File: config.mk
export PLATFORM = sky130hd
export DESIGN_NAME = bpal_point
export DESIGN_NICKNAME = d
export VERILOG_FILES = /design/src/rtl/bpal_pkg.sv /design/src/rtl/bpal_point.sv
export SDC_FILE = /design/constraint.sdc
export NUM_CORES = 2
export LEC_CHECK = 0
export ABC_AREA = 1
export BUFFER_PORTS_ARGS = -buffer_cell sky130_fd_sc_hd__buf_2
export CORE_UTILIZATION = 38
export CTS_BUF_LIST = sky130_fd_sc_hd__clkbuf_8
export CTS_CLUSTER_SIZE = 16
export DETAILED_ROUTE_END_ITERATION = 12
export GPL_TIMING_DRIVEN = 0
export PLACE_DENSITY_LB_ADDON = 0.1
export SYNTH_ARGS = -nofsm -noshare
export SYNTH_HDL_FRONTEND = slang
export SYNTH_SLANG_ARGS = --single-unit
File: constraint.sdc
create_clock -name clk -period 9.31 [get_ports clk]
set_input_delay 1.3965 -clock clk [delete_from_list [all_inputs] [get_ports clk]]
set_output_delay 1.3965 -clock clk [all_outputs]
set_load 0.01 [all_outputs]
File: src/rtl/bpal_pkg.sv
// ----------------------------------------------------------------------------
// bpal_pkg
// shared constants, operation codes and point types for the bezier path
// arc-length evaluator
// ----------------------------------------------------------------------------
`default_nettype none

package bpal_pkg;

  localparam int BPAL_MAX_SEGMENTS        = 4;
  localparam int BPAL_ENTRIES_PER_SEGMENT = 50;
  localparam int BPAL_SAMPLES_PER_ENTRY   = 10;

  localparam int NUM_AXES    = 3;
  localparam int PTS_PER_SEG = 4;
  localparam int CP_PER_SEG  = PTS_PER_SEG * NUM_AXES;

  // operation codes
  localparam logic [1:0] OP_WRITE   = 2'd0;
  localparam logic [1:0] OP_REBUILD = 2'd1;
  localparam logic [1:0] OP_AT_TIME = 2'd2;
  localparam logic [1:0] OP_AT_DIST = 2'd3;

  // status codes
  localparam logic STAT_OK      = 1'b0;
  localparam logic STAT_BAD_SEG = 1'b1;

  localparam logic [16:0] T_ONE    = 17'h10000;
  localparam logic [23:0] DIST_MAX = 24'hFFFFFF;

  typedef logic signed [15:0] coord_t;

  typedef struct packed {
    coord_t x;
    coord_t y;
    coord_t z;
  } point_t;

  typedef logic [32:0] weight_t;

endpackage

`default_nettype wire

File: src/rtl/bpal_point.sv
// ----------------------------------------------------------------------------
// bpal_point
// control point store and cubic bezier point evaluator: bernstein weights
// then twelve multiply-accumulates through one shared multiplier
// ----------------------------------------------------------------------------
`default_nettype none

module bpal_point
  import bpal_pkg::*;
#(
  parameter int MAX_SEGMENTS = BPAL_MAX_SEGMENTS,
  localparam int CP_DEPTH = MAX_SEGMENTS * CP_PER_SEG,
  localparam int CP_AW    = $clog2(CP_DEPTH),
  localparam int SEG_W    = (MAX_SEGMENTS > 1) ? $clog2(MAX_SEGMENTS) : 1
) (
  input  logic             clk,
  input  logic             rst_n,
  input  logic             cp_we,
  input  logic [CP_AW-1:0] cp_waddr,
  input  coord_t           cp_wdata,
  input  logic             start,
  input  logic [SEG_W-1:0] seg,
  input  logic [16:0]      t_loc,
  output logic             done,
  output point_t           pnt
);

  localparam logic [1:0] PH_IDLE = 2'd0;
  localparam logic [1:0] PH_WGT  = 2'd1;
  localparam logic [1:0] PH_MAC  = 2'd2;

  coord_t cp_mem [CP_DEPTH];
  coord_t cp_rd_r;

  logic [1:0]          ph_r;
  logic [2:0]          ws_r;
  logic [3:0]          ic_r;
  logic [SEG_W-1:0]    seg_r;
  logic [16:0]         t_r, u_r;
  logic [32:0]         uu_r, tt_r;
  weight_t             w_r [4];
  logic signed [52:0]  prod_r;
  logic signed [49:0]  acc_r [3];
  logic                rd_v_r, mv_r, done_r;
  logic [1:0]          rd_i_r, rd_a_r, mi_r, ma_r;

  logic signed [34:0]  mul_a;
  logic signed [17:0]  mul_b;
  logic signed [52:0]  prod_nxt;
  logic                issue;
  logic [CP_AW-1:0]    rd_addr;
  logic signed [49:0]  rnd [3];

  always_comb begin
    mul_a = '0;
    mul_b = '0;
    if (ph_r == PH_WGT) begin
      case (ws_r)
        3'd0: begin mul_a = $signed({18'd0, u_r}); mul_b = $signed({1'b0, u_r}); end
        3'd1: begin mul_a = $signed({18'd0, t_r}); mul_b = $signed({1'b0, t_r}); end
        3'd2: begin mul_a = $signed({2'd0, uu_r}); mul_b = $signed({1'b0, u_r}); end
        3'd3: begin
          mul_a = $signed({1'b0, ({1'b0, uu_r} + {uu_r, 1'b0})});
          mul_b = $signed({1'b0, t_r});
        end
        3'd4: begin
          mul_a = $signed({1'b0, ({1'b0, tt_r} + {tt_r, 1'b0})});
          mul_b = $signed({1'b0, u_r});
        end
        3'd5: begin mul_a = $signed({2'd0, tt_r}); mul_b = $signed({1'b0, t_r}); end
        default: begin mul_a = '0; mul_b = '0; end
      endcase
    end else if (rd_v_r) begin
      mul_a = $signed({2'd0, w_r[rd_i_r]});
      mul_b = {{2{cp_rd_r[15]}}, cp_rd_r};
    end
  end

  assign prod_nxt = mul_a * mul_b;
  assign issue    = (ph_r == PH_MAC) && (ic_r < 4'(CP_PER_SEG));
  // word order: control point outer, axis inner
  assign rd_addr  = CP_AW'(32'(seg_r) * CP_PER_SEG + 32'(ic_r[1:0]) * NUM_AXES
                           + 32'(ic_r[3:2]));

  always_ff @(posedge clk) begin
    if (cp_we) cp_mem[cp_waddr] <= cp_wdata;
    cp_rd_r <= cp_mem[rd_addr];
  end

  always_ff @(posedge clk) begin
    if (!rst_n) begin
      ph_r   <= PH_IDLE;
      rd_v_r <= 1'b0;
      mv_r   <= 1'b0;
      done_r <= 1'b0;
    end else begin
      prod_r <= prod_nxt;
      rd_v_r <= issue;
      rd_i_r <= ic_r[1:0];
      rd_a_r <= ic_r[3:2];
      mv_r   <= rd_v_r;
      mi_r   <= rd_i_r;
      ma_r   <= rd_a_r;
      done_r <= 1'b0;
      unique case (ph_r)
        PH_IDLE: if (start) begin
          seg_r <= seg;
          t_r   <= t_loc;
          u_r   <= T_ONE - t_loc;
          ws_r  <= 3'd0;
          ph_r  <= PH_WGT;
        end
        PH_WGT: begin
          ws_r <= ws_r + 3'd1;
          case (ws_r)
            3'd1: uu_r   <= prod_r[32:0];
            3'd2: tt_r   <= prod_r[32:0];
            3'd3: w_r[0] <= prod_r[48:16];
            3'd4: w_r[1] <= prod_r[48:16];
            3'd5: w_r[2] <= prod_r[48:16];
            3'd6: begin
              w_r[3] <= prod_r[48:16];
              ic_r   <= 4'd0;
              ph_r   <= PH_MAC;
            end
            default: ;
          endcase
        end
        PH_MAC: begin
          if (issue) ic_r <= ic_r + 4'd1;
          if (mv_r) begin
            acc_r[ma_r] <= ((mi_r == 2'd0) ? 50'sd0 : acc_r[ma_r]) + prod_r[49:0];
            if (ma_r == 2'd2 && mi_r == 2'd3) begin
              done_r <= 1'b1;
              ph_r   <= PH_IDLE;
            end
          end
        end
        default: ph_r <= PH_IDLE;
      endcase
    end
  end

  // round half up to q8.8
  always_comb begin
    for (int a = 0; a < NUM_AXES; a++) rnd[a] = acc_r[a] + 50'sh80000000;
  end

  assign done  = done_r;
  assign pnt.x = rnd[0][47:32];
  assign pnt.y = rnd[1][47:32];
  assign pnt.z = rnd[2][47:32];

endmodule

`default_nettype wire

# Word-level counts from Yosys, hierarchy flattened
# Memory sizes are Yosys's and may differ from the RTL's. A register that Yosys moved wholly into a read port is not among the register bits.
# Cells that the tools add are included.
# Widths: inputs -> output; s select.
[totals]
reg_bits = 172
ramBits = 1050
input_bits = 45
output_inout_bits = 49
n_memories = 3
[mem_list]
columns = ["name", "words", "word_bits", "read_ports", "rd_clocked_by_memory_dff", "wr", "line_no", "source"]
rows = [
  ["cp_mem", 48, 16, 1, 1, 1, "bpal_point.sv:32", "coord_t cp_mem [CP_DEPTH];"],
  ["acc_r", 3, 50, 4, 1, 1, "bpal_point.sv:43", "logic signed [49:0] acc_r [3];"],
  ["w_r", 4, 33, 1, 1, 1, "bpal_point.sv:41", "weight_t w_r [4];"],
]
[op_classes]
n_addsub = 11
multipliers = 3
n_lt_le_gt_ge = 1
eq_ne = 15
muxes = 51
reduce_logical = 19
[ops]
columns = ["cell", "count"]
rows = [
  ["$pmux 34 s6", 1],
  ["$add 48x33->48 const B", 3],
  ["$mux 33", 4],
  ["$reduce_or 33->1", 3],
  ["$add 33x34->34", 2],
  ["$add 50x50->50", 1],
  ["$mul 35x18->50", 1],
  ["$mux 50", 1],
  ["$mux 18", 2],
  ["$mux 34", 1],
  ["$pmux 17 s2", 1],
  ["$mux 1", 26],
  ["$mux 2", 9],
  ["$sub 17x17->17 const A", 1],
  ["$reduce_and 3->1", 5],
  ["$eq 3x3->1 const B", 3],
  ["$mul 2x2->4 const B", 2],
  ["$mux 4", 2],
  ["$pmux 4 s2", 1],
  ["$reduce_and 4->1", 2],
  ["$add 6x2->6", 1],
  ["$add 6x4->6", 1],
  ["$eq 2x2->1 const B", 3],
  ["$eq 3x2->1 const B", 2],
  ["15 further kinds", 22],
]

# Longest topological paths before layout
[logic_depth]
depth_word = 9
ltp_mapped = 46
depth_no_buf = 46

# Worst setup path before layout
# OpenSTA, ideal clock, no wires.
[synth_timing]
kind = "reg-to-reg"
startpoint = "register tt_r[1]"
endpoint = "register prod_r[47] (data pin)"
setup_time_ns = 0.265
arrival_time_ns = 7.153
required_ns = 9.045
path_slack_ns = 1.892
stages_incl_launch_ff = 40
path_buffers = 0
path_cell_list = "edfxtp_1 -> ha_1 -> inv_1 -> fa_1 -> inv_1 -> nand2_1 -> a21oi_2 -> nand2_1 -> nand2_1 -> nand2_1 -> nand2_2 -> a21oi_2 -> or2_1 -> nand3_2 -> nand4_2 -> o21ai_4 -> nor2_1 -> fa_1 -> (+4 left out) -> fa_1 -> fa_1 -> inv_1 -> fa_1 -> inv_1 -> ha_1 -> a21oi_1 -> o21a_1 -> inv_1 -> a21oi_1 -> o21ai_0 -> a21oi_1 -> inv_1 -> a21oi_1 -> nor2_1 -> nor2_1 -> o21ai_0 -> xor2_1"
[synth_via]
elab_chain_cells = 4
[synth_lines]
columns = ["item", "line_no", "source"]
rows = [
  ["from (decl)", "bpal_point.sv:40", "logic [32:0] uu_r, tt_r;"],
  ["from (signal assigned)", "bpal_point.sv:117", "3'd2: tt_r <= prod_r[32:0];"],
  ["$add 33x34->34", "bpal_point.sv:67", "mul_a = $signed({1'b0, ({1'b0, tt_r} + {tt_r, 1'b0})});"],
  ["$pmux 34 s6 (*)", "bpal_point.sv:58", "case (ws_r)"],
  ["$mux 34 (*)", "bpal_point.sv:57", "if (ph_r == PH_WGT) begin"],
  ["$mul 35x18->50 (*)", "bpal_point.sv:79", "assign prod_nxt = mul_a * mul_b;"],
  ["net prod_nxt[47]", "bpal_point.sv:49", "logic signed [52:0] prod_nxt;"],
  ["to (signal assigned)", "bpal_point.sv:97", "prod_r <= prod_nxt;"],
  ["to (decl)", "bpal_point.sv:42", "logic signed [52:0] prod_r;"],
]
# Mark *: on every way through the listed nets, which the timed path passes. The rest lies on a longest branch.
# A chain may end at the register's enable or synchronous reset.

# Worst setup path after layout
[layout_timing]
startpoint = "register ws_r[0]"
endpoint = "register prod_r[47] (data pin)"
[layout_via]
elab_chain_cells = 5
word_cells_on_any_way = 13
classes_between = "mul (1); eq/ne (5); mux (4); reduce/logical (3)"
[layout_lines]
columns = ["item", "line_no", "source"]
rows = [
  ["from (decl)", "bpal_point.sv:36", "logic [2:0] ws_r;"],
  ["from (signal assigned)", "bpal_point.sv:114", "ws_r <= ws_r + 3'd1;"],
  ["$eq 3x1->1 (tied with other cells)", "bpal_point.sv:58", ""],
  ["$reduce_or 3->1 (no line)", "n/a", ""],
  ["$pmux 17 s2", "bpal_point.sv:58", ""],
  ["$mux 18", "bpal_point.sv:57", ""],
  ["$mul 35x18->50 (*)", "bpal_point.sv:79", ""],
  ["net prod_nxt[47]", "bpal_point.sv:49", ""],
]
# Marked as above.

==> out/results.tsv <==
metric	value	unit
status	finished, violations left	
violations	design-rule violations, max-capacitance violations	
powerDensity	173	nW/µm²
groute.usage.overall	0.272	
yosysSeqAreaShare	0.499	
synthCells	7116	
fp-row-count	164	
peakVddDrop	0.000160	V
drtIter0Drc	5693	
dieArea	204000	µm²
initial_utilization	0.383	
r2r_cells	32	
root_buffer	clkbuf_8	
grt_max_degree	60	
startpoint	ws_r[0]$_SDFFCE_PN0P_	
htree_levels	4	
syn_area_per_cell	10.8	µm²
synth.net_count	7946	
fmax	0.110	GHz
worst-path-stages	32	
cts_sinks	1282	
hold_path_class	reg -> reg	
routedLengthMet1	117000	µm
dp_cells	9943	
yosys.area.top_type_share	0.492	
synth_top_family_by_area	adder cells	
place.gp.congestion	0.965	
drv_slew	0	
worstSetupStartpointType	flop	
slowest_delay	0.68	ns
worstHoldStart	rd_i_r[0]$_DFFE_PP_	
grt_pass1_wl	398000	µm
end_kind	flop	
finalHoldViolCount	0	
synth_area_leaders	edfxtp_1 (49%), fa_1 (13%), nor2_1 (4.8%), inv_1 (4.7%), ha_1 (4.4%)	
reg2reg_to	prod_r[47]$_DFFE_PP_	
grt_overflow	0	
area_growth	12.8	%
period_needed	9.07	ns
ys_types	70	
r2r_setup_slack	0.24	ns
setup_violations	0	
ys_warn_count	0	
synth-edff-count	1257	
synth_ff_type	edfxtp_1	
cts_buffers	213	
synthXorXnorAreaFrac	0.0191	
path_buf_inv	9	
synth_area	76700	µm²
worst_slew_margin_rel	0.000845	
cts_buffer_depth	3	
io_pins	94	
met3RoutedLength	18300	µm
dieWidth	451	µm
cp.arrival	9.79	ns
portBuffers	92	
critical_path_class	reg -> reg	
yosys.area_share.simple	0.120	
skew	0.0782	ns
period_share	0.974	
drc	16	
hpwlAfterDp	213000	µm
cts_tree	yes	
cap_violations	1	
wl_met2	134000	µm
clk_latency	0.99	ns
synth_mux_area_frac	0.0198	
instances_no_fill	10400	
pre_cts_slack	-0.463	ns
die_y	451	µm
post-synth-top-area-cell	edfxtp_1	
via_per_inst	5.40	
worstMarginPinSlew	1.49	ns
cpLargestDelayFamily	adder cells	
endpoint	prod_r[47]$_DFFE_PP_	
coreArea	200000	µm²
wl_per_cell	27.0	µm
drive_above_1_share	0.104	
synth-compound-area-share	0.0990	
routed_wl	280000	µm
synth_adder_area_share	0.179	
antenna_found_initial	21	
ys_seq_elements	1282	
p_leak	34.0	nW
vias	55900	
regToRegStartpoint	ws_r[0]$_SDFFCE_PN0P_	
slowest_stage	a22oi_1	
cp_max_fo	10	
ant_nets	0	
drt_pre_antenna_iters	12	
dr.max_layer_used	met4	
layout.nets	8339	
worst_slack	0.240	ns
clk_pin_slew	0.06	ns
rsz0062_at_grt	true	
crit_required	10.03	ns
grt_pass1_vias	55700	
synthArstFlopShare	0	
==> flip-flops by register name, indices dropped and copies added, names as in the netlist, named ones only <==
signal and count:
u_r 16, mv_r 1, mi_r 2, t_r 17, rd_a_r 2, seg_r 2
ph_r 2, ma_r 2, uu_r 33, ic_r 4, cp_mem 768, acc_r 192
ws_r 3, w_r 132, rd_v_r 1, rd_i_r 2, done 1, tt_r 33
prod_r 49, cp_rd_r 16
==> power breakdown <==
part | switching [mW] | internal (mW) | leakage, nW | total, mW
sequential | 0.238 | 6.70 | 11.6 | 6.94
combinational | 2.34 | 0.886 | 20.0 | 3.23
clock | 2.43 | 2.40 | 2.34 | 4.83
total | 5.01 | 9.99 | 34.0 | 15.0
==> metrics by stage <==
step	utilization	TNS, ns	hold slack, ns	total power, mW	instance area (µm²)
final	0.432	0	0.450	15.0	86500
after global routing	0.432	-0.0548	0.456	15.6	86500
after CTS	0.431	0	0.452	15.0	86200
after detailed placement	0.410	-2.86	0.437	10.2	82000
after global placement	0.402	-199.55	0.437	10.2	80500
after floorplan	-	0	0.426	8.71	76700
==> timing repair <==
action,4_1_cts,5_1_grt
hold buffers,0,0
pin swaps,1,4
resized for setup,20,56
gates cloned,0,0
endpoints found under the setup margin,12,14
setup buffers,2,6
==> cell usage in the layout, fill, tap and decap left out, drive strengths merged, types with 269 or more instances in the layout <==
| cell type | n |
|---|---|
| fa | 516 |
| nor2 | 1004 |
| buf | 288 |
| clkbuf | 418 |
| inv | 1071 |
| a21oi | 307 |
| o21ai | 473 |
| nand2 | 843 |
| ha | 269 |
| edfxtp | 1257 |
==> layer usage <==
metal	vias up	global-route usage
met3	478	0.0402
met5	-	0
met2	2293	0.453
met4	0	0.101
li1	25100	-
met1	28000	0.360
==> worst min-delay path by stage <==
stage	endpoint	slack (ns)	cells after the start
2_1_floorplan	ma_r[0]$_DFFE_PP_	0.43	0
3_3_place_gp	mi_r[0]$_DFFE_PP_	0.44	0
3_5_place_dp	mi_r[0]$_DFFE_PP_	0.44	0
4_1_cts	mi_r[0]$_DFFE_PP_	0.45	0
5_1_grt	mi_r[0]$_DFFE_PP_	0.46	0
6_report	mi_r[0]$_DFFE_PP_	0.45	0
==> synthesized netlist by cell type (all sizes together) (106+ instances only) <==
| cell type | number |
|---|---|
| buf | 111 |
| a21oi | 307 |
| fa | 516 |
| clkbuf | 187 |
| ha | 269 |
| mux2i | 152 |
| nand2 | 843 |
| o221ai | 157 |
| o21ai | 473 |
| edfxtp | 1257 |
| xor2 | 106 |
| nor2 | 1004 |
| nand3 | 236 |
| inv | 995 |
==> kinds of logic after synthesis <==
| family | after synthesis |
|---|---|
| buffers and inverters | 1299 |
| multiplexers | 152 |
| flip-flops | 1282 |
| adder cells (fa/ha/maj) | 785 |
| XOR/XNOR | 167 |
| AND/OR/NAND/NOR | 2208 |
| AO/OA/AOI/OAI | 1223 |
==> layout make-up <==
| type | count | area (µm²) |
|---|---|---|
| diodes | 10 | 25.0 |
| plain buffers | 297 | 1270 |
| clock buffers | 230 | 3170 |
| clock inverters | 162 | 893 |
| fillers | 19100 | 114000 |
| inverters | 1001 | 3770 |
| multi-input cells | 4535 | 33900 |
| flip-flops and latches | 1282 | 38200 |
| well taps | 2656 | 3320 |
| repair buffers | 179 | 1920 |
Note: power is estimated with default switching activity, not from simulation.
