### src/rtl/bpal_isqrt.sv
// ----------------------------------------------------------------------------
// bpal_isqrt
// floor square root of a 34-bit value, one root bit per cycle
// ----------------------------------------------------------------------------
`default_nettype none

module bpal_isqrt (
  input  logic        clk,
  input  logic        rst_n,
  input  logic        start,
  input  logic [33:0] rad,
  output logic        done,
  output logic [16:0] root
);

  logic        busy_r, done_r;
  logic [4:0]  cnt_r;
  logic [33:0] rad_r;
  logic [20:0] rem_r;
  logic [16:0] root_r;

  logic [20:0] rem_sh, trial;
  logic        ge;

  assign rem_sh = {rem_r[18:0], rad_r[33:32]};
  assign trial  = {2'b00, root_r, 2'b01};
  assign ge     = (rem_sh >= trial);

  always_ff @(posedge clk) begin
    if (!rst_n) begin
      busy_r <= 1'b0;
      done_r <= 1'b0;
    end else begin
      done_r <= 1'b0;
      if (start) begin
        busy_r <= 1'b1;
        cnt_r  <= 5'd16;
        rad_r  <= rad;
        rem_r  <= '0;
        root_r <= '0;
      end else if (busy_r) begin
        rad_r  <= {rad_r[31:0], 2'b00};
        rem_r  <= ge ? (rem_sh - trial) : rem_sh;
        root_r <= {root_r[15:0], ge};
        cnt_r  <= cnt_r - 5'd1;
        if (cnt_r == 5'd0) begin
          busy_r <= 1'b0;
          done_r <= 1'b1;
        end
      end
    end
  end

  assign done = done_r;
  assign root = root_r;

endmodule

`default_nettype wire

### config.mk
export PLATFORM = sky130hd
export DESIGN_NAME = bpal_isqrt
export DESIGN_NICKNAME = d
export VERILOG_FILES = /design/src/rtl/bpal_isqrt.sv
export SDC_FILE = /design/constraint.sdc
export NUM_CORES = 1
export LEC_CHECK = 0
export BUFFER_PORTS_ARGS = -buffer_cell sky130_fd_sc_hd__buf_4
export CAP_MARGIN = 10
export CORE_MARGIN = 2
export CORE_UTILIZATION = 32
export CTS_CLUSTER_DIAMETER = 80
export DETAILED_ROUTE_END_ITERATION = 12
export GPL_ROUTABILITY_DRIVEN = 1
export PLACE_DENSITY = 0.46
export SETUP_SLACK_MARGIN = 0.3
export SKIP_CTS_REPAIR_TIMING = 1
export SYNTH_ARGS = -nofsm -noshare
export SYNTH_HDL_FRONTEND = slang
export SYNTH_SLANG_ARGS = --single-unit
### constraint.sdc
create_clock -name clk -period 4.9 [get_ports clk]
set_input_delay 0.49 -clock clk [delete_from_list [all_inputs] [get_ports clk]]
set_output_delay 0.49 -clock clk [all_outputs]
set_load 0.005 [all_outputs]
# Word-level counts from Yosys, hierarchy flattened
# Index checks and enable logic that the tools add are counted.
totals:
  regBits: 77
  latch_bits: 0
  mem_bits_rw: 0
  mem_bits_ro: 0
  inputBits: 37
  output_inout_bits: 18
  word_cells: 25
  n_memories: 0
classes:
  add_sub_neg: 2
  mul: 0
  n_div: 0
  n_lt_le_gt_ge: 1
  eq_ne: 0
  shift: 0
  mux: 10
  n_bitwise: 2
  n_reduce_logical: 4
op_table:
  columns: ["operator", "n"]
  rows:
  - ["34-bit two-way mux", 2]
  - ["19-bit two-way mux", 2]
  - ["21-bit by 19-bit greater-or-equal comparator with 1-bit output", 1]
  - ["19-bit subtractor", 1]
  - ["17-bit two-way mux", 1]
  - ["5-bit zero test", 1]
  - ["5-bit two-way mux", 1]
  - ["5-bit by 1-bit subtractor with 5-bit output (second input constant)", 1]
  - ["1-bit two-way mux", 4]
  - ["3-bit OR reduction", 1]
  - ["1-bit inverter", 2]
  - ["2-bit AND reduction", 1]
  - ["2-bit nonzero test", 1]

# Depth between registers and ports, before layout
# Gate-level depths: netlist of run 1.
depth:
  depth_word: 4
  mapped_depth: 11
  ltp_nobuf: 8

# Worst setup path before layout of run 1
# No wires, ideal clock.
synth_timing:
  kind: "input-to-reg"
  start: "in start"
  end: "reg cnt_r[0] (enable)"
  setup_ns: 0.439
  arrival_ns: 2.792
  required_ns: 4.461
  slack_ns: 1.668
  cell_stages: 3
  n_path_buf: 2
  path_cell_list: "clkbuf_1 -> clkbuf_1 -> o21a_1"
synth_via:
  elab_chain_len: 2
synth_rtl:
  columns: ["element", "line_no", "source"]
  rows:
  - ["start: declaration", "10", "input logic start,"]
  - ["2-bit nonzero test (no line)", null, null]
  - ["2-bit AND reduction (no line)", null, null]
  - ["end signal: assignment", "45", "cnt_r <= cnt_r - 5'd1;"]
  - ["end: declaration", "17", "logic [4:0] cnt_r;"]
# Every way passes these cells.
# A chain may end at the register's enable or synchronous reset.

# Worst setup path after layout of run 1
layout_timing:
  start: "reg rem_r[2]"
  end: "reg rem_r[6], data pin"
layout_via:
  elab_chain_len: 3
  word_cells_on_any_way: 4
  classes_between: "add/sub: 1; order compare: 1; mux: 2"
layout_rtl:
  columns: ["element", "line_no", "source"]
  rows:
  - ["start: declaration", "19", "logic [20:0] rem_r;"]
  - ["start signal: assignment", "43", "rem_r <= ge ? (rem_sh - trial) : rem_sh;"]
  - ["19-bit subtractor or 21-bit by 19-bit greater-or-equal comparator with 1-bit output (tied branches)", "43, 27", null]
  - ["19-bit two-way mux (*)", "43", null]
  - ["19-bit two-way mux (*)", "41", "end else if (busy_r) begin"]
# Every way passes the cells marked *; elsewhere a longest branch is shown, timed or not. The select of a mux whose other input is x is not followed.

==> Implementation_results.wiki, run 1 <==
{| class="wikitable"
! Metric !! Value
|-
| DR vias || 3,115
|-
| Cell class contributing the biggest share of worst-path delay || compound AO/OA/AOI/OAI gates
|-
| Stages on the worst setup path || 8
|-
| Cell internal power dissipation || 1.42 mW
|-
| Slew @ Worst Pin || 1100 ps
|-
| Layout cells sized above 1 || 26.1%
|-
| Router iterations before antenna repair || 5
|-
| Number of buffers inserted during clock tree synthesis || 9
|-
| Share of the cycle needed by the critical path after routing || 65.3%
|-
| TritonCTS clock tree || built
|-
| Cells along the critical path || ha_1, a2111oi_0, o21a_1, nor3_1, o211ai_1, buf_4, nand2_1, a211oi_1
|-
| Clock Power Share || 36.5%
|-
| Data arrival time of the critical path || 3360 ps
|-
| Clock latency on the worst-skew pair || 340 ps
|-
| Run status || completed
|-
| Root Buffer || clkbuf_16
|-
| Part of the power in combinational logic || 21.4%
|-
| Register bit total from synthesis || 77
|-
| Max transition margin || 26.6%
|-
| Number of global-route vias before repair || 3,083
|-
| TritonCTS Sinks || 77
|-
| Power density of the placed cells || 372 nW/um^2
|-
| Number of antenna-violating nets in the routed design || 0
|-
| Iteration-0 DRC Markers || 216
|-
| Initial antenna violation count || 0
|-
| Library cell occupying the most area in the post-synthesis netlist || edfxtp_1
|-
| R2r startpoint || rem_r[2]
|-
| Gpl congestion || 0.831
|-
| Average wire per cell in the routed design || 16.4 um
|-
| Global-route total usage across every layer || 14.4%
|-
| Detailed placer's ending HPWL || 6550 um
|-
| Fill cell count || 1,320
|-
| Start-to-end type of the worst setup path || reg2reg
|-
| Sw frac || 27.1%
|-
| CP max stage delay || 550 ps
|-
| Number of cells on the worst hold path || 2
|-
| Critical path buffer and inverter count || 1
|-
| Hold Crit Start || rst_n
|-
| Core area || 13,300 um^2
|-
| Clock Tree Buf Depth || 2
|-
| Post-Synthesis Net Count || 442
|-
| Average cell area after synthesis || 11.4 um^2
|-
| Number of I/O pins || 55
|-
| Clock Skews || 6.02 ps
|-
| Launching element of the worst setup path || rem_r[2]
|-
| Final hold violations || 0
|-
| Critical Path Fanout Max || 7
|-
| Height of the chip || 121 um
|-
| DIE AREA || 14,600 um^2
|-
| Proportion of register bits with asynchronous set or reset after synthesis || 0%
|-
| Tot Pwr || 1.94 mW
|-
| Share of total power in sequential cells || 42.1%
|-
| Htree depth || 3
|-
| Number of unique standard cell types used by synthesis || 62
|-
| Routed wl met3 || 633 um
|-
| Die outline width || 121 um
|-
| Max Cap Violations || 0
|-
| Slowest-stage cell, CP || o211ai_1
|-
| DRC violation count after routing || 0
|-
| HP Class || in2reg
|-
| Main synth FF type || edfxtp_1
|-
| GRT overflow || 0
|-
| Number of cells on the worst reg-to-reg path || 8
|-
| WL met1 || 4660 um
|-
| Met2 routed wirelength || 4590 um
|-
| First-pass GRT wire length || 16,000 um
|-
| Setup TNS Final || 0 ps
|-
| Effective utilization at floorplan || 32.9%
|-
| Clk pin slew, worst setup/hold paths || 60 ps
|-
| Post-Synthesis Cells || 385
|-
| Total net switching power || 526 uW
|-
| EDFF count, synth || 75
|-
| Final critical delay including setup and external delays || 3200 ps
|-
| Standby leakage power || 2.00 nW
|-
| Final number of max-transition violations || 0
|-
| Data required, critical path || 5060 ps
|-
| Highest achievable clock rate || 312 MHz
|-
| Wirelength, routed || 10,000 um
|-
| Port-buffer cells || 54
|-
| Final #Nets || 488
|-
| Sequential element share of the synthesized area || 52.4%
|-
| Area occupied by multi-input gates || 1890 um^2
|-
| Type of element capturing the critical path || flip-flop
|-
| Unrepaired setup endpoints after global routing || no
|-
| Dominant cells by area after synthesis || edfxtp_1, mux2_2, ha_1, nor2_1, a21oi_1
|-
| Mapped cell area || 4370 um^2
|-
| Area used by sequential logic in the layout || 2290 um^2
|-
| Synth top area share || 51.5%
|-
| IR drop worst, VDD || 0.000202 V
|-
| Largest net degree at the start of global routing || 78
|-
| Total of warnings raised by yosys || 0
|-
| Vias per cell || 5.09
|-
| Startpoint kind of the worst setup timing path || flip-flop
|-
| Final-report setup violation count || 0
|-
| Antenna cells || 0
|-
| Top layer used by detailed routing || met4
|-
| Number of rows in the core area || 42
|-
| Area growth, synth to finish || 19.5%
|}
synthesized netlist by cell type (2+ instances only):
library cell	count
dfxtp_1	2
buf_6	2
a211oi_1	8
o21ai_0	13
nor3_1	13
mux2_2	32
o211a_1	2
buf_2	5
edfxtp_1	75
nor2_1	34
and3_1	3
a211o_1	2
clkbuf_1	10
inv_1	25
xnor2_1	9
o211ai_2	2
a21o_1	2
o21a_1	6
xor2_1	6
o21ai_1	8
nor2b_1	3
a21oi_2	2
o31ai_1	2
ha_1	20
o211ai_1	6
and2_1	2
or3_1	3
or4_1	2
nand2_1	15
a21oi_1	23
buf_1	2
nand3_1	16
cell type report:
| cell class | instances | share of cell area [%] |
|---|---|---|
| Sequential cell | 77 | 43.9 |
| Multi-Input combinational cell | 261 | 36.1 |
| Timing Repair Buffer | 56 | 8.05 |
| Clock buffer | 11 | 4.46 |
| Tap cell | 176 | 4.22 |
| Inverter | 26 | 1.87 |
| Clock inverter | 5 | 1.44 |
final timing paths:
check,end,slack (ps)
worst max register to register,rem_r[6],1700
worst max-delay path,rem_r[6],1700
worst min register to register,done,500
worst min-delay path,done,410
cell usage in the layout (no fill, tap or decap), types with 8 or more instances in the layout:
cell        n
a211oi_1    8
ha_1       20
buf_4      56
o21ai_1     8
o21ai_0    13
nor2_1     34
inv_1      25
xnor2_1     9
clkbuf_16   9
a21oi_1    23
edfxtp_1   75
nand2_1    15
mux2_2     32
nand3_1    16
nor3_1     13
sequential cells by signal, indices dropped and copies added, names as in the netlist:
signal / flops
done: 1
rem_r: 19
busy_r: 1
rad_r: 34
root: 17
cnt_r: 5
power groups by stage:
stage               logic (mW)  registers (mW)  clock network [mW]
finish                   0.416           0.818               0.708
global route             0.460           0.824               0.747
CTS                      0.416           0.819               0.728
detailed placement       0.412           0.832                   0
global placement         0.413           0.832                   0
floorplan                0.310           0.824                   0
logic make-up after synthesis:
group | count (synthesis) | synth area share, %
muxes | 33 | 8.47
xor gates and xnor gates | 15 | 3.00
and+or+nand+nor | 105 | 12.3
buffers and inverters | 47 | 4.64
AOI/OAI and AO/OA | 88 | 13.5
DFF | 77 | 52.4
adders and majority gates | 20 | 5.72
worst reg2reg max path: stages (launching register included):
cell and delay [ps]:
edfxtp_1 430, ha_1 400, a2111oi_0 400, o21a_1 330, nor3_1 130, o211ai_1 560
buf_4 260, nand2_1 180, a211oi_1 330
stage by stage:
stage	hold slack (ps)	setup slack [ps]	instances	instance area, um^2	utilization, %
2_1_floorplan	454	1670	385	4370	-
3_3_place_gp	484	1850	596	4920	37.0
3_5_place_dp	497	1730	596	4920	37.0
4_1_cts	399	1720	612	5220	39.3
5_1_grt	419	1460	612	5220	39.3
6_report	411	1700	612	5220	39.3
routing by layer:
metal | GRT usage, % | vias up
li1 | - | 1531
met3 | 5.45 | 13
met4 | 5.01 | 0
met5 | 0 | -
met1 | 18.9 | 1472
met2 | 21.5 | 99
Note: power is estimated with default switching activity, not from simulation.
==> run 2: changes to the inputs <==
clock period = 3.05 ns   (was 4.9 ns; I/O delays follow)
==> run 2 against run 1 <==
Total power is 73% higher; clock power is 85% higher; die area stayed put; hold slack worse by 200 ps; critical endpoint is now rem_r[17]; clock skew is 1.8 ps higher; highest routed layer unchanged; largest cell class unchanged.
==> Implementation_results.wiki, run 2 (synthesis gave the netlist of run 1 again) <==
{| class="wikitable"
! Metric !! Value
|-
| Number of cells on the worst hold path || 2 (unchanged)
|-
| Core area || 13,300 um^2 (unchanged)
|-
| Router iterations before antenna repair || 4 (-1)
|-
| Part of the power in combinational logic || 22.0% (+0.6 points)
|-
| Setup TNS Final || 0 ps (unchanged)
|-
| Root Buffer || clkbuf_16
|-
| Clock latency on the worst-skew pair || 340 ps (about the same)
|-
| Final hold violations || 0 (unchanged)
|-
| Initial antenna violation count || 0 (unchanged)
|-
| TritonCTS Sinks || 77 (unchanged)
|-
| Slew @ Worst Pin || 533 ps (-568 ps)
|-
| Data required, critical path || 3220 ps (-1840 ps)
|-
| Type of element capturing the critical path || flip-flop
|-
| Cell total after placement || 607 (+1.8%)
|-
| Start-to-end type of the worst setup path || reg2reg
|-
| Power density of the placed cells || 616 nW/um^2 (+66%)
|-
| Area growth, synth to finish || 24.5%
|-
| Effective utilization at floorplan || 32.9% (unchanged)
|-
| Average wire per cell in the routed design || 16.4 um (-0.19%)
|-
| Number of antenna-violating nets in the routed design || 0 (unchanged)
|-
| HP Class || in2reg
|-
| Detailed placer's ending HPWL || 7040 um (+7.4%)
|-
| Max transition margin || 64.4% (+38 points)
|-
| Commonest non-fill, non-tap cells in the layout || edfxtp_1, buf_4, nor2_1
|-
| Cells along the critical path || ha_1, and3_1, or3b_2, nor3_1, and3b_1, xor2_1, a211oi_1
|-
| Height of the chip || 121 um (unchanged)
|-
| Vias per cell || 5.07 (-0.36%)
|-
| Global-route total usage across every layer || 14.3% (-0.032 points)
|-
| Cell class contributing the biggest share of worst-path delay || simple AND/OR/NAND/NOR gates
|-
| Final Non-Filler Cells || 627 (+2.5%)
|-
| DIE AREA || 14,600 um^2 (unchanged)
|-
| Sw frac || 26.0% (-1.1 points)
|-
| Antenna cells || 0 (unchanged)
|-
| Wirelength, routed || 10,300 um (+2.3%)
|-
| Standby leakage power || 2.10 nW (+5.1%)
|-
| Number of global-route vias before repair || 3,154 (+2.3%)
|-
| Clock Tree Buf Depth || 2 (unchanged)
|-
| Hold Crit Start || rst_n
|-
| Worst-case register-to-register setup slack || 430 ps (-1270 ps)
|-
| DRC violation count after routing || 0 (unchanged)
|-
| Final-report setup violation count || 0 (unchanged)
|-
| Number of cells on the worst reg-to-reg path || 7 (-1)
|-
| Most common cell after layout, fill and taps aside || edfxtp_1
|-
| IR drop worst, VDD || 0.000247 V (+22%)
|-
| Unrepaired setup endpoints after global routing || no
|-
| Iteration-0 DRC Markers || 177 (-18%)
|-
| R2r startpoint || rem_r[13]
|-
| Share of total power in sequential cells || 39.0% (-3.1 points)
|-
| Register with the highest flop count || rad_r
|-
| Startpoint kind of the worst setup timing path || flip-flop
|-
| Share of the cycle needed by the critical path after routing || 86.0% (+21 points)
|-
| Tot Pwr || 3.36 mW (+73%)
|-
| Critical Path Fanout Max || 10 (+3)
|-
| Layout cells sized above 1 || 30.4% (+4.2 points)
|-
| GRT overflow || 0 (unchanged)
|-
| Critical path buffer and inverter count || 0 (-1)
|-
| Port-buffer cells || 54 (unchanged)
|-
| Run status || completed
|-
| Clock Skews || 7.81 ps (+1.79 ps)
|-
| Worst Hold Endpoint || done
|-
| Clock Power Share || 39.0% (+2.5 points)
|-
| Number of flip-flops under the largest register name || 34 (unchanged)
|-
| Final #Nets || 503 (+3.1%)
|-
| Final number of max-transition violations || 0 (unchanged)
|-
| Data arrival time of the critical path || 2790 ps (-570 ps)
|-
| CP max stage delay || 480 ps (-70 ps)
|-
| Max Cap Violations || 0 (unchanged)
|-
| Number of I/O pins || 55 (unchanged)
|-
| Gpl congestion || 0.887 (+6.7%)
|-
| Highest achievable clock rate || 381 MHz (+22%)
|-
| Cell internal power dissipation || 2.48 mW (+75%)
|-
| Final core area utilization || 41.0% (+1.7 points)
|-
| Total net switching power || 872 uW (+66%)
|-
| Slowest-stage cell, CP || ha_1
|-
| Die outline width || 121 um (unchanged)
|-
| TritonCTS clock tree || built
|-
| Largest net degree at the start of global routing || 46 (-41%)
|-
| Number of buffers inserted during clock tree synthesis || 9 (unchanged)
|-
| Number of rows in the core area || 42 (unchanged)
|-
| Final critical delay including setup and external delays || 2620 ps (-579 ps)
|-
| DR vias || 3,180 (+2.1%)
|-
| Worst flop-to-flop path endpoint || rem_r[17]
|-
| First-pass GRT wire length || 16,200 um (+0.99%)
|-
| Clk pin slew, worst setup/hold paths || 60 ps (about the same)
|-
| Htree depth || 3 (unchanged)
|}
-- run 2: area by class of cell --
type,count,area (um^2)
Clock buffer,9,225
Clock inverter,7,136
Tap cell,176,220
Inverter,26,97.6
Multi-Input combinational cell,263,1940
Timing Repair Buffer,69,531
Fill cell,1315,7850
Sequential cell,77,2290
-- run 2: worst max path at each step --
stage / from / to / slack (ps) / cells after the start
4_1_cts: root[7] / rem_r[18] / 220 / 8
6_report: rem_r[13] / rem_r[17] / 430 / 7
2_1_floorplan: root[2] / rem_r[12] / 520 / 11
3_3_place_gp: root[6] / rem_r[6] / 300 / 8
5_1_grt: root[2] / rem_r[11] / 300 / 9
3_5_place_dp: root[3] / rem_r[6] / 250 / 8
-- run 2: routing by layer --
| metal | global-route usage (%) | wire length, um | vias up |
|---|---|---|---|
| li1 | - | - | 1568 |
| met1 | 19.2 | 4780 | 1533 |
| met2 | 21.9 | 4820 | 69 |
| met3 | 4.56 | 538 | 10 |
| met4 | 4.65 | 137 | 0 |
| met5 | 0 | 0 | - |
-- run 2: stage by stage --
step                instance area, um^2  setup slack (ps)  hold WS [ps]
floorplan                          4370               522           454
global placement                   5010               302           488
detailed placement                 5010               245           495
CTS                                5370               222           200
global route                       5450               304           203
finish                             5450               427           213
-- run 2: worst register-to-register path, delay by kind of cell, from the launching register on --
| family | cells | cell delay, ps |
|---|---|---|
| flip-flops | 1 | 420 |
| AO/OA/AOI/OAI | 1 | 220 |
| XOR/XNOR | 1 | 140 |
| AND/OR/NAND/NOR | 4 | 1200 |
| adder cells (fa/ha/maj) | 1 | 480 |
-- run 2: power by group through the flow --
stage	sequential, mW	clock [mW]	combinational [mW]
global placement	1.33	0	0.704
detailed placement	1.33	0	0.704
floorplan	1.32	0	0.499
CTS	1.31	1.34	0.707
global route	1.32	1.39	0.816
finish	1.31	1.31	0.738
==> run 3: changes to the inputs <==
GPL_TIMING_DRIVEN = 0   (was not set)
==> run 3 against run 2 <==
Final cell count rose by 1.1%; flip-flop and latch count did not move; sequential power barely moved; global-route usage rose by 0.79 points; total power fell by 5.2%; register-to-register slack barely moved; first-iteration DRC count rose by 9.6%; fmax rose by 0.16%; routed wire length rose by 4.1%; hold slack improved by 16 ps; final area barely moved.
==> Implementation_results.wiki, run 3 (synthesis gave the netlist of run 1 again) <==
{| class="wikitable"
! Metric !! Value
|-
| Run status || completed
|-
| Part of the power in combinational logic || 23.3% (+1.3 points)
|-
| Vias per cell || 5.09 (+0.30%)
|-
| Number of buffers inserted during clock tree synthesis || 9 (unchanged)
|-
| First-pass GRT wire length || 16,800 um (+3.5%)
|-
| Die outline width || 121 um (unchanged)
|-
| Clock Tree Buf Depth || 2 (unchanged)
|-
| Clock latency on the worst-skew pair || 350 ps (about the same)
|-
| Max Cap Violations || 0 (unchanged)
|-
| Met2 global-route usage || 22.2% (+0.28 points)
|-
| CP max stage delay || 390 ps (-90 ps)
|-
| Initial antenna violation count || 0 (unchanged)
|-
| Start-to-end type of the worst setup path || reg2reg
|-
| DR vias || 3,225 (+1.4%)
|-
| TritonCTS clock tree || built
|-
| Number of antenna-violating nets in the routed design || 0 (unchanged)
|-
| Slowest-stage cell, CP || edfxtp_1
|-
| Final hold violations || 0 (unchanged)
|-
| Startpoint kind of the worst setup timing path || flip-flop
|-
| Area growth, synth to finish || 24.6% (about the same)
|-
| Register with the highest flop count || rad_r
|-
| Unrepaired setup endpoints after global routing || no
|-
| Antenna cells || 0 (unchanged)
|-
| Average wire per cell in the routed design || 16.9 um (+2.9%)
|-
| Sw frac || 29.2% (+3.2 points)
|-
| Slew @ Worst Pin || 847 ps (+314 ps)
|-
| Area used by sequential logic in the layout || 2290 um^2 (unchanged)
|-
| GRT overflow || 0 (unchanged)
|-
| IR drop worst, VDD || 0.000253 V (+2.7%)
|-
| TritonCTS Sinks || 77 (unchanged)
|-
| Clock Skews || 8.52 ps (+0.704 ps)
|-
| Number of I/O pins || 55 (unchanged)
|-
| Instance area at placement || 5030 um^2 (+0.30%)
|-
| Number of flip-flops under the largest register name || 34 (unchanged)
|-
| Share of total power in sequential cells || 41.2% (+2.2 points)
|-
| Total net switching power || 929 uW (+6.5%)
|-
| Routing usage on met1 || 21.1% (+1.9 points)
|-
| HP Class || in2reg
|-
| Final Non-Filler Cells || 634 (+1.1%)
|-
| Cells along the critical path || inv_1, ha_1, buf_2, a2111oi_2, o21a_2, nor3_2, o211a_1, clkbuf_4, buf_6, o211ai_2, a21oi_2
|-
| Met3 usage in global routing || 3.48% (-1.1 points)
|-
| Height of the chip || 121 um (unchanged)
|-
| Critical Path Fanout Max || 10 (unchanged)
|-
| Most Crowded Layer GR || met2
|-
| Clock Power Share || 35.5% (-3.5 points)
|-
| Tot Pwr || 3.18 mW (-5.2%)
|-
| Critical path buffer and inverter count || 4 (+4)
|-
| Iteration-0 DRC Markers || 194 (+9.6%)
|-
| Share of the cycle needed by the critical path after routing || 85.9% (-0.13 points)
|-
| Final critical delay including setup and external delays || 2620 ps (-4.08 ps)
|-
| Largest net degree at the start of global routing || 51 (+11%)
|-
| Commonest non-fill, non-tap cells in the layout || edfxtp_1, buf_4, nor2_1
|-
| Worst-case register-to-register setup slack || 430 ps (about the same)
|-
| Port-buffer cells || 53 (-1.9%)
|-
| Root Buffer || clkbuf_16
|-
| Cell internal power dissipation || 2.25 mW (-9.3%)
|-
| Data arrival time of the critical path || 2690 ps (-100 ps)
|-
| Clk pin slew, worst setup/hold paths || 70 ps (about the same)
|-
| Total non-filler cell area in the finished layout || 5450 um^2 (about the same)
|-
| DIE AREA || 14,600 um^2 (unchanged)
|-
| Number of rows in the core area || 42 (unchanged)
|-
| Global-route total usage across every layer || 15.1% (+0.79 points)
|-
| DRC violation count after routing || 0 (unchanged)
|-
| Router iterations before antenna repair || 4 (unchanged)
|-
| Layout cells sized above 1 || 31.0% (+0.63 points)
|-
| Most common cell after layout, fill and taps aside || edfxtp_1
|-
| Gpl congestion || 0.860 (-3.0%)
|-
| Final-report setup violation count || 0 (unchanged)
|-
| Data required, critical path || 3120 ps (-100 ps)
|-
| Cell total after placement || 615 (+1.3%)
|-
| Final #Nets || 510 (+1.4%)
|-
| Max transition margin || 43.5% (-21 points)
|-
| Standby leakage power || 2.08 nW (-0.89%)
|-
| Highest achievable clock rate || 382 MHz (+0.16%)
|-
| Core area || 13,300 um^2 (unchanged)
|-
| Type of element capturing the critical path || flip-flop
|-
| Area occupied by multi-input gates || 1960 um^2 (+0.77%)
|-
| Htree depth || 3 (unchanged)
|-
| Detailed placer's ending HPWL || 7440 um (+5.8%)
|-
| Fill cell count || 1,297 (-1.4%)
|-
| Cell class contributing the biggest share of worst-path delay || compound AO/OA/AOI/OAI gates
|-
| Wirelength, routed || 10,700 um (+4.1%)
|-
| Number of global-route vias before repair || 3,121 (-1.0%)
|-
| Final number of max-transition violations || 0 (unchanged)
|-
| Power density of the placed cells || 584 nW/um^2 (-5.3%)
|-
| Effective utilization at floorplan || 32.9% (unchanged)
|}
[run 3: cell count changes in the layout (fill, tap and decap cells not counted), sizes merged]
cell / before / now
clkbuf: 9 / 20
bufinv: 4 / 1
buf: 69 / 67
clkinvlp: 0 / 2
o22a: 3 / 1
inv: 27 / 28
[run 3: metal layers]
layer	up-vias	share of wire, %
li1	1571	-
met3	18	5.8
met5	-	0
met4	0	2.4
met1	1548	47
met2	88	45
[run 3: power by group through the flow]
stage	registers, mW	logic, mW	clock network, mW
final	1.31	0.740	1.13
after global routing	1.32	0.821	1.19
after CTS	1.31	0.702	1.15
after detailed placement	1.33	0.697	0
after global placement	1.33	0.688	0
after floorplan	1.32	0.499	0
[run 3: final cells by class]
cell class | instances | share of cell area [%]
buffer | 21 | 2.30
multi-input combinational | 261 | 35.9
inverter | 26 | 1.79
timing repair buffer | 57 | 8.22
clock buffer | 9 | 4.13
clock inverter | 7 | 1.52
sequential | 77 | 42.1
tap | 176 | 4.04
[run 3: worst paths after layout]
check	startpoint	endpoint	depth (start not counted)
setup / recovery	root[2]	rem_r[14]	11
hold / removal	rst_n	done	2
setup reg to reg	root[2]	rem_r[14]	11
hold reg to reg	busy_r	done	1
[run 3: per-stage QoR]
| stage | worst slack [ps] | setup TNS [ps] | hold WS, ps | util (%) |
|---|---|---|---|---|
| final | 431 | 0 | 228 | 41.0 |
| after global routing | 257 | 0 | 238 | 41.0 |
| after CTS | 19.3 | 0 | 222 | 40.1 |
| after detailed placement | 46.9 | 0 | 501 | 37.8 |
| after global placement | -178 | -13030 | 477 | 37.5 |
| after floorplan | 522 | 0 | 454 | - |
